--- src/hw/rtl/fpfa_pkg.sv ---
// ----------------------------------------------------------------------------
// Fixed partition allocator package
// Shared widths, codes, types and reset capacities for the allocator.
// ----------------------------------------------------------------------------
package fpfa_pkg;

  localparam int NUM_PARTS = 5;
  localparam int SIZE_W    = 16;
  localparam int IDX_W     = 3;
  localparam int MODE_W    = 2;
  localparam int CNT_W     = (NUM_PARTS > 1) ? $clog2(NUM_PARTS) : 1;

  // Stream payload widths (padded to whole bytes)
  localparam int IN_DATA_W  = 24;
  localparam int OUT_DATA_W = 24;

  // Configuration register indexes
  localparam logic [IDX_W-1:0] REG_FIT_MODE  = IDX_W'(0);
  localparam logic [IDX_W-1:0] REG_SIZE_BASE = IDX_W'(1);

  // Input item kinds
  localparam logic FUNC_ALLOC = 1'b0;
  localparam logic FUNC_FREE  = 1'b1;

  typedef enum logic [MODE_W-1:0] {
    MODE_FIRST = 2'd0,
    MODE_BEST  = 2'd1,
    MODE_WORST = 2'd2,
    MODE_NEXT  = 2'd3
  } fit_mode_t;

  typedef enum logic [1:0] {
    ST_IDLE,
    ST_SCAN,
    ST_FREE,
    ST_DONE
  } alloc_state_t;

  typedef logic [NUM_PARTS-1:0][SIZE_W-1:0] part_sizes_t;

  // Candidate and current pick seen by the compare unit
  typedef struct packed {
    fit_mode_t         mode;
    logic [SIZE_W-1:0] req_size;
    logic [SIZE_W-1:0] cand_size;
    logic              cand_busy;
    logic              have_pick;
    logic [SIZE_W-1:0] pick_size;
  } fit_cmp_req_t;

  // Compare unit verdict
  typedef struct packed {
    logic fits;
    logic take;
  } fit_cmp_rsp_t;

  // Capacity of each partition after reset
  function automatic logic [SIZE_W-1:0] size_reset(input int idx);
    logic [SIZE_W-1:0] val;
    unique case (idx)
      0:       val = SIZE_W'(100);
      1:       val = SIZE_W'(200);
      2:       val = SIZE_W'(102);
      3:       val = SIZE_W'(202);
      4:       val = SIZE_W'(622);
      default: val = '0;
    endcase
    return val;
  endfunction

endpackage

--- src/hw/rtl/fixed_partition_fit_allocator.sv ---
// ----------------------------------------------------------------------------
// Fixed partition fit allocator
// An allocate scans every partition in turn through the shared compare unit,
// then commits; a free goes straight to the commit state. A stalled result
// holds the commit state until it drains. Input is taken only when the
// sequencer is idle, so a new item waits until the last one is through,
// while a prior result may still wait at the output.
// Reset (rst, synchronous): all partitions free, fit mode first fit,
// capacities 100/200/102/202/622, next-fit start at partition 0.
// ----------------------------------------------------------------------------
module fixed_partition_fit_allocator (
  input  logic                                clk,
  input  logic                                rst,
  // Configuration write port
  input  logic                                cfg_we,
  input  logic [fpfa_pkg::IDX_W-1:0]          cfg_index,
  input  logic [fpfa_pkg::SIZE_W-1:0]         cfg_data,
  // Input stream
  input  logic                                s_tvalid,
  output logic                                s_tready,
  input  logic [fpfa_pkg::IN_DATA_W-1:0]      s_tdata,  // req_size[15:0], free_index[18:16]
  input  logic                                s_tuser,  // func
  // Result stream
  output logic                                m_tvalid,
  input  logic                                m_tready,
  output logic [fpfa_pkg::OUT_DATA_W-1:0]     m_tdata   // success[0], part_index[3:1],
                                                        // part_size[19:4]
);
  import fpfa_pkg::*;

  // Configuration registers
  fit_mode_t         fit_mode;
  part_sizes_t       part_sizes;

  // Allocator state
  logic [NUM_PARTS-1:0] part_busy;
  logic [IDX_W-1:0]     next_start;

  // Sequencer
  alloc_state_t      state, state_next;
  logic [CNT_W-1:0]  scan_cnt;
  logic [IDX_W-1:0]  cur_idx;
  logic              is_free;
  logic [SIZE_W-1:0] req_size;
  logic              have_pick;
  logic [IDX_W-1:0]  pick_idx;
  logic [SIZE_W-1:0] pick_size;

  logic              in_xfer;
  logic              out_free;
  logic              scan_last;
  logic              do_scan;
  logic              do_free;
  logic              do_finish;
  logic [SIZE_W-1:0] cur_size;
  logic              cur_busy;
  logic [IDX_W-1:0]  start_idx;
  logic [IDX_W-1:0]  in_free_idx;
  fit_cmp_req_t      cmp_req;
  fit_cmp_rsp_t      cmp_rsp;

  assign in_xfer     = s_tvalid && s_tready;
  assign out_free    = !m_tvalid || m_tready;
  assign scan_last   = (scan_cnt == CNT_W'(NUM_PARTS - 1));
  assign in_free_idx = s_tdata[SIZE_W +: IDX_W];

  // Stale next-fit start wraps to partition 0
  assign start_idx = (fit_mode == MODE_NEXT && next_start < IDX_W'(NUM_PARTS)) ?
                     next_start : '0;

  // Single read port onto the partition table
  always_comb begin
    cur_size = '0;
    cur_busy = 1'b1;
    for (int i = 0; i < NUM_PARTS; i++) begin
      if (cur_idx == IDX_W'(i)) begin
        cur_size = part_sizes[i];
        cur_busy = part_busy[i];
      end
    end
  end

  // Shared compare unit
  assign cmp_req = '{mode: fit_mode, req_size: req_size, cand_size: cur_size,
                     cand_busy: cur_busy, have_pick: have_pick, pick_size: pick_size};

  fpfa_fit_cmp u_fit_cmp (
    .req (cmp_req),
    .rsp (cmp_rsp)
  );

  // Next state
  always_comb begin
    state_next = state;
    unique case (state)
      ST_IDLE: begin
        if (in_xfer) begin
          state_next = (s_tuser == FUNC_FREE) ? ST_FREE : ST_SCAN;
        end
      end
      ST_SCAN: begin
        if (scan_last) begin
          state_next = ST_DONE;
        end
      end
      ST_FREE: state_next = ST_DONE;
      ST_DONE: begin
        if (out_free) begin
          state_next = ST_IDLE;
        end
      end
      default: state_next = ST_IDLE;
    endcase
  end

  // State outputs
  always_comb begin
    s_tready  = (state == ST_IDLE);
    do_scan   = (state == ST_SCAN);
    do_free   = (state == ST_FREE);
    do_finish = (state == ST_DONE) && out_free;
  end

  always_ff @(posedge clk) begin
    if (rst) begin
      state <= ST_IDLE;
    end else begin
      state <= state_next;
    end
  end

  // Configuration writes
  always_ff @(posedge clk) begin
    if (rst) begin
      fit_mode <= MODE_FIRST;
      for (int i = 0; i < NUM_PARTS; i++) begin
        part_sizes[i] <= size_reset(i);
      end
    end else if (cfg_we) begin
      if (cfg_index == REG_FIT_MODE) begin
        fit_mode <= fit_mode_t'(cfg_data[MODE_W-1:0]);
      end
      for (int i = 0; i < NUM_PARTS; i++) begin
        if (cfg_index == REG_SIZE_BASE + IDX_W'(i)) begin
          part_sizes[i] <= cfg_data;
        end
      end
    end
  end

  // Scan sequencer and pick register
  always_ff @(posedge clk) begin
    if (in_xfer) begin
      is_free   <= (s_tuser == FUNC_FREE);
      req_size  <= s_tdata[SIZE_W-1:0];
      have_pick <= 1'b0;
      pick_idx  <= '0;
      pick_size <= '0;
      scan_cnt  <= '0;
      cur_idx   <= (s_tuser == FUNC_FREE) ? in_free_idx : start_idx;
    end else if (do_scan) begin
      if (cmp_rsp.take) begin
        have_pick <= 1'b1;
        pick_idx  <= cur_idx;
        pick_size <= cur_size;
      end
      scan_cnt <= scan_cnt + CNT_W'(1);
      cur_idx  <= (cur_idx == IDX_W'(NUM_PARTS - 1)) ? '0 : cur_idx + IDX_W'(1);
    end else if (do_free) begin
      if (cur_idx < IDX_W'(NUM_PARTS)) begin
        have_pick <= 1'b1;
        pick_idx  <= cur_idx;
        pick_size <= cur_size;
      end
    end
  end

  // Commit: busy flags and next-fit start
  always_ff @(posedge clk) begin
    if (rst) begin
      part_busy  <= '0;
      next_start <= '0;
    end else if (do_finish && have_pick) begin
      for (int i = 0; i < NUM_PARTS; i++) begin
        if (pick_idx == IDX_W'(i)) begin
          part_busy[i] <= !is_free;
        end
      end
      if (!is_free && fit_mode == MODE_NEXT) begin
        next_start <= pick_idx;
      end
    end
  end

  // Result register
  always_ff @(posedge clk) begin
    if (rst) begin
      m_tvalid <= 1'b0;
    end else if (do_finish) begin
      m_tvalid <= 1'b1;
    end else if (m_tready) begin
      m_tvalid <= 1'b0;
    end
  end

  always_ff @(posedge clk) begin
    if (do_finish) begin
      m_tdata <= {(OUT_DATA_W - 1 - IDX_W - SIZE_W)'(0),
                  have_pick ? pick_size : SIZE_W'(0),
                  have_pick ? pick_idx : IDX_W'(0),
                  have_pick};
    end
  end

endmodule

--- src/hw/rtl/fpfa_fit_cmp.sv ---
// ----------------------------------------------------------------------------
// Fit compare unit
// Shared compare stage: checks one candidate partition against the request
// and decides whether it replaces the current pick under the active mode.
// ----------------------------------------------------------------------------
module fpfa_fit_cmp (
  input  fpfa_pkg::fit_cmp_req_t req,
  output fpfa_pkg::fit_cmp_rsp_t rsp
);
  import fpfa_pkg::*;

  logic fits;

  // Free and large enough
  assign fits = !req.cand_busy && (req.cand_size >= req.req_size);

  // First and next fit keep the first hit; best/worst replace on strict win,
  // so ties stay with the earlier (lower) index
  always_comb begin
    rsp.fits = fits;
    unique case (req.mode)
      MODE_BEST:  rsp.take = fits && (!req.have_pick || req.cand_size < req.pick_size);
      MODE_WORST: rsp.take = fits && (!req.have_pick || req.cand_size > req.pick_size);
      MODE_FIRST,
      MODE_NEXT:  rsp.take = fits && !req.have_pick;
      default:    rsp.take = 1'b0;
    endcase
  end

endmodule

--- config.mk ---
export PLATFORM = sky130hd
export DESIGN_NAME = fixed_partition_fit_allocator
export DESIGN_NICKNAME = d
export VERILOG_FILES = /design/src/hw/rtl/fpfa_pkg.sv /design/src/hw/rtl/fixed_partition_fit_allocator.sv /design/src/hw/rtl/fpfa_fit_cmp.sv
export SDC_FILE = /design/constraint.sdc
export NUM_CORES = 1
export LEC_CHECK = 0
export ABC_AREA = 1
export ABC_CLOCK_PERIOD_IN_PS = 4150
export BUFFER_PORTS_ARGS = -buffer_cell sky130_fd_sc_hd__buf_2
export CORE_MARGIN = 2
export CORE_UTILIZATION = 60
export CTS_CLUSTER_DIAMETER = 120
export DETAILED_ROUTE_END_ITERATION = 10
export PLACE_DENSITY = 0.86
export SLEW_MARGIN = 20
export SYNTH_ARGS = -nofsm -noshare
export SYNTH_HDL_FRONTEND = slang
export SYNTH_HIERARCHICAL = 1
export SYNTH_SLANG_ARGS = --single-unit
export TNS_END_PERCENT = 1
--- constraint.sdc ---
create_clock -name clk -period 4.15 [get_ports clk]
set_clock_uncertainty 0.15 [all_clocks]
set_input_delay 0.2075 -clock clk [delete_from_list [all_inputs] [get_ports clk]]
set_output_delay 0.2075 -clock clk [all_outputs]
set_load 0.03 [all_outputs]
Word level (Yosys, flattened, before mapping)
Index checks and enable logic that the tools add are counted.
{"block": "word_totals", "word_cells": 129, "out_inout_bits": 26, "register_bits": 156, "in_bits": 49}
{"block": "classes", "addsub": 2, "eq_ne": 24, "reduce_logical": 40, "magnitude_cmp": 5, "n_mux": 35}
{"operator": "$mux 16", "count": 9}
{"operator": "$mux 3", "count": 9}
{"operator": "$reduce_and 2->1", "count": 12}
{"operator": "$eq 3x2->1 const B", "count": 6}
{"operator": "$ge 16x16->1", "count": 1}
{"operator": "$gt 16x16->1", "count": 1}
{"operator": "$lt 16x16->1", "count": 1}
{"operator": "$eq 3x3->1 const B", "count": 5}
{"operator": "$mux 1", "count": 11}
{"operator": "$eq 3x1->1 const B", "count": 3}
{"operator": "$logic_and 1x1->1", "count": 9}
{"operator": "$logic_not 3->1", "count": 3}
{"operator": "$eq 2x2->1 const B", "count": 4}
{"operator": "$mux 2", "count": 4}
{"operator": "$pmux 2 s4", "count": 1}
{"operator": "$reduce_bool 2->1", "count": 4}
{"operator": "$add 3x1->3 const B", "count": 2}
{"operator": "$lt 3x3->1 const B", "count": 2}
{"operator": "$reduce_and 3->1", "count": 2}
{"operator": "$eq 2x1->1 const B", "count": 2}
{"operator": "$logic_not 1->1", "count": 4}
{"operator": "$logic_not 2->1", "count": 2}
{"operator": "$ne 2x1->1 const B", "count": 2}
{"operator": "$ne 2x2->1 const B", "count": 2}
{"operator": "other kinds (3)", "count": 5}

Depth between registers and ports, before layout
{"block": "logic_depth", "ltp_word": 12, "mapped_depth": 33, "depth_no_buf": 30}

Cells and area by module
Netlist, hierarchy kept.
{"mod": "fixed_partition_fit_allocator", "cells_per_inst": 942, "instances": 1, "area_each_um2": 6899.1, "seq_area_each_um2": 3523.4}
{"mod": "fpfa_fit_cmp", "cells_per_inst": 148, "instances": 1, "area_each_um2": 914.6, "seq_area_each_um2": 0.0}

Worst setup path after synthesis
Ideal clock, no wire load.
{"block": "synth_timing", "path_kind": "reg-to-reg", "start": "register cur_idx[0]", "end": "register pick_size[0]", "setup_ns": 0.109, "path_stages_with_launch": 25, "arrival_time_ns": 3.046, "path_slack_ns": 0.845, "synth_period_minus_slack_ns": 3.305, "t_required_ns": 3.891, "n_path_buf": 2, "cell_sequence": "edfxtp_1 > ha_1 > ha_1 > inv_1 > buf_1 > o21ai_0 > inv_1 > nand2_1 > nand2_1 > nand2_1 > ha_1 > a21o_1 > nor2_1 > nand2_1 > nand2_1 > nand2_1 > nand2_1 > nand3_2 > a21oi_2 > o21ai_1 > a21oi_4 > buf_4 > nand3_1 > nand2_1 > inv_1"}
{"item": "start: declaration", "line_no": "fixed_partition_fit_allocator.sv:42", "source": "logic [IDX_W-1:0] cur_idx;"}
{"item": "start signal: assignment", "line_no": "fixed_partition_fit_allocator.sv:160", "source": "cur_idx <= (s_tuser == FUNC_FREE) ? in_free_idx : start_idx;"}
{"item": "start signal: assignment", "line_no": "fixed_partition_fit_allocator.sv:168", "source": "cur_idx <= (cur_idx == IDX_W'(NUM_PARTS - 1)) ? '0 : cur_idx + IDX_W'(1);"}
{"item": "end signal: assignment", "line_no": "fixed_partition_fit_allocator.sv:165", "source": "pick_size <= cur_size;"}
{"item": "end signal: assignment", "line_no": "fixed_partition_fit_allocator.sv:173", "source": "pick_size <= cur_size;"}
{"item": "end: declaration", "line_no": "fixed_partition_fit_allocator.sv:47", "source": "logic [SIZE_W-1:0] pick_size;"}

==> impl_metrics.yaml <==
floorplanning:
  start_util: 0.6158
  die_x_um: 118.0
  rows: 41
  die_area_sq_mm: 0.01393
  core_area_sq_mm: 0.01267
  io_pins: 75
  fp.dieH_um: 118.0
flow_run:
  maxCapViolCount: 0
synth:
  syn_area_sq_mm: 0.007802
  yosysWarnings: 6
  synth_area_per_cell_sq_um: 7.171
  synthCells: 1088
finish:
  final_nets: 1271
  diodes: 0
  multi_input_area_sq_mm: 0.003465
  seq_area_sq_mm: 0.003523
  layout-drive-gt1-share: 0.1024
  area_delta_synth_final_pct: 19.23
  fin_area_sq_mm: 0.009303
  fillerInstances: 954
  layout_common_cells: "279 x nand2_1, 188 x nor2_1, 157 x inv_1, 116 x dfxtp_1, 96 x o21ai_0"
  final_common_cell: "nand2_1"
routing:
  drt_iter0_markers: 634
  vias_per_cell: 5.139
  vias: 7004
  wirelength_mm: 18.14
  ant_nets: 0
  dr.pass1.iters: 6
  wl_per_cell_um: 13.31
  drc: 0
hold_path:
  hold_class: "in -> reg"
clocking:
  cts.htree.levels: 4
  clkSinkCount: 156
  numCtsBuffers: 17
  clk_path_buf_depth: 2
  clkLatencyLatePin_ps: 430
  cts_root_buf: "clkbuf_16"
  clkSlewWorstSetupHoldPaths_ps: 60
  tritoncts: "built"
critical_path:
  start_kind: "register"
  required_ps: 4380
  critPathSlowestCell: "edfxtp_1"
  slowest_delay_ps: 430
  cp_max_fo: 37
  cpMostUsedCell: "nand2_1"
  r2r_slack_ps: 250
  end_kind: "register"
  worstPathArrival_ps: 4130
  path_class: "reg -> reg"
timing:
  fin_ws_ps: 251.6
  tns_ps: 0
  final-setup-viol-count: 0
  period_share: 0.9394
  hold_viol_final: 0
  min_period_ps: 3898
  maxSlewHeadroom: 0.3552
  fmax_mhz: 256.5
  slew_violations: 0
  hold_ws_ps: 49.34
  tightest_slew_ps: 964.5
global_route:
  grt_pass1_wl_mm: 29.48
  grt_use_total: 0.2609
  grt-ovfl-total: 0
  antenna_found_initial: 0
  grt_max_degree: 78
  grt_pass1_vias: 6258
place:
  place.gp.congestion: 0.8826
  place_area_sq_mm: 0.008213
  dp_hpwl_mm: 11.38
  place_ws_ps: 348.0
  numPortBuffers: 65
power_and_ir_drop:
  p_per_area_mw_per_mm2: 684.8
  leakage_nw: 4.619
  ir_drop_v: 0.0003960
  finalPower_mw: 6.371
outcome:
  outcome: "complete, no violations"
==> stage by stage <==
| step | instances | util |
|---|---|---|
| 4_1_cts | 1361 | 0.7307 |
| 5_1_grt | 1363 | 0.7342 |
| 3_5_place_dp | 1294 | 0.6482 |
| 2_1_floorplan | 1091 | - |
| 6_report | 1363 | 0.7342 |
| 3_3_place_gp | 1294 | 0.6482 |
==> power by group <==
| group | leakage (nW) | switching [mW] | internal [mW] |
|---|---|---|---|
| combinational | 2.96 | 1.70 | 0.914 |
| clock | 0.336 | 0.640 | 1.15 |
| sequential | 1.32 | 0.157 | 1.81 |
| total | 4.62 | 2.50 | 3.87 |
==> layout make-up <==
| cell class | instances | share of cell area |
|---|---|---|
| clock buffer | 22 | 0.05676 |
| clock inverter | 10 | 0.01802 |
| inverter | 161 | 0.06510 |
| multi-input combinational | 730 | 0.3724 |
| sequential | 156 | 0.3787 |
| tap | 172 | 0.02313 |
| timing repair buffer | 112 | 0.08581 |
==> repair_timing <==
action,CTS,global route
hold endpoints to repair,86,0
hold buffers,35,0
endpoints found under the setup margin,0,20
buffers inserted,0,2
resized for setup,0,4
==> state kept, by name, summed over array words and instances (netlist names), 2 cells and up <==
name and cells:
next_start 3, part_sizes 80, scan_cnt 3, pick_idx 3, pick_size 16, part_busy 5
req_size 16, state 2, cur_idx 3, fit_mode 2, m_tdata 20
==> worst max-delay path, delay by kind of cell, from the launching register on <==
family / cells / cell delay (ps)
AND/OR/NAND/NOR: 14 / 1210
AO/OA/AOI/OAI: 4 / 660
adder cells (fa/ha/maj): 3 / 690
buffers and inverters: 5 / 680
flip-flops: 1 / 430
==> final timing paths <==
check,startpoint,end,cells past startpoint
worst max register to register,cur_idx[0]$_DFFE_PP_,pick_size[7]$_SDFFE_PP0P_,26
worst min-delay path,s_tdata[16],cur_idx[0]$_DFFE_PP_,5
worst min register to register,part_sizes[44]$_SDFFE_PP0P_,part_sizes[44]$_SDFFE_PP0P_,2
worst max-delay path,cur_idx[0]$_DFFE_PP_,pick_size[7]$_SDFFE_PP0P_,26
==> routing by layer <==
layer | global-route usage | wire length (um) | vias up | part of all wire
li1 | - | - | 3574 | -
met1 | 0.3519 | 8231 | 3122 | 0.45
met2 | 0.4186 | 8403 | 268 | 0.46
met3 | 0.05523 | 1185 | 40 | 0.065
met4 | 0.08660 | 316 | 0 | 0.017
met5 | 0 | 0 | - | 0
Power figures use the tool's default switching activity.
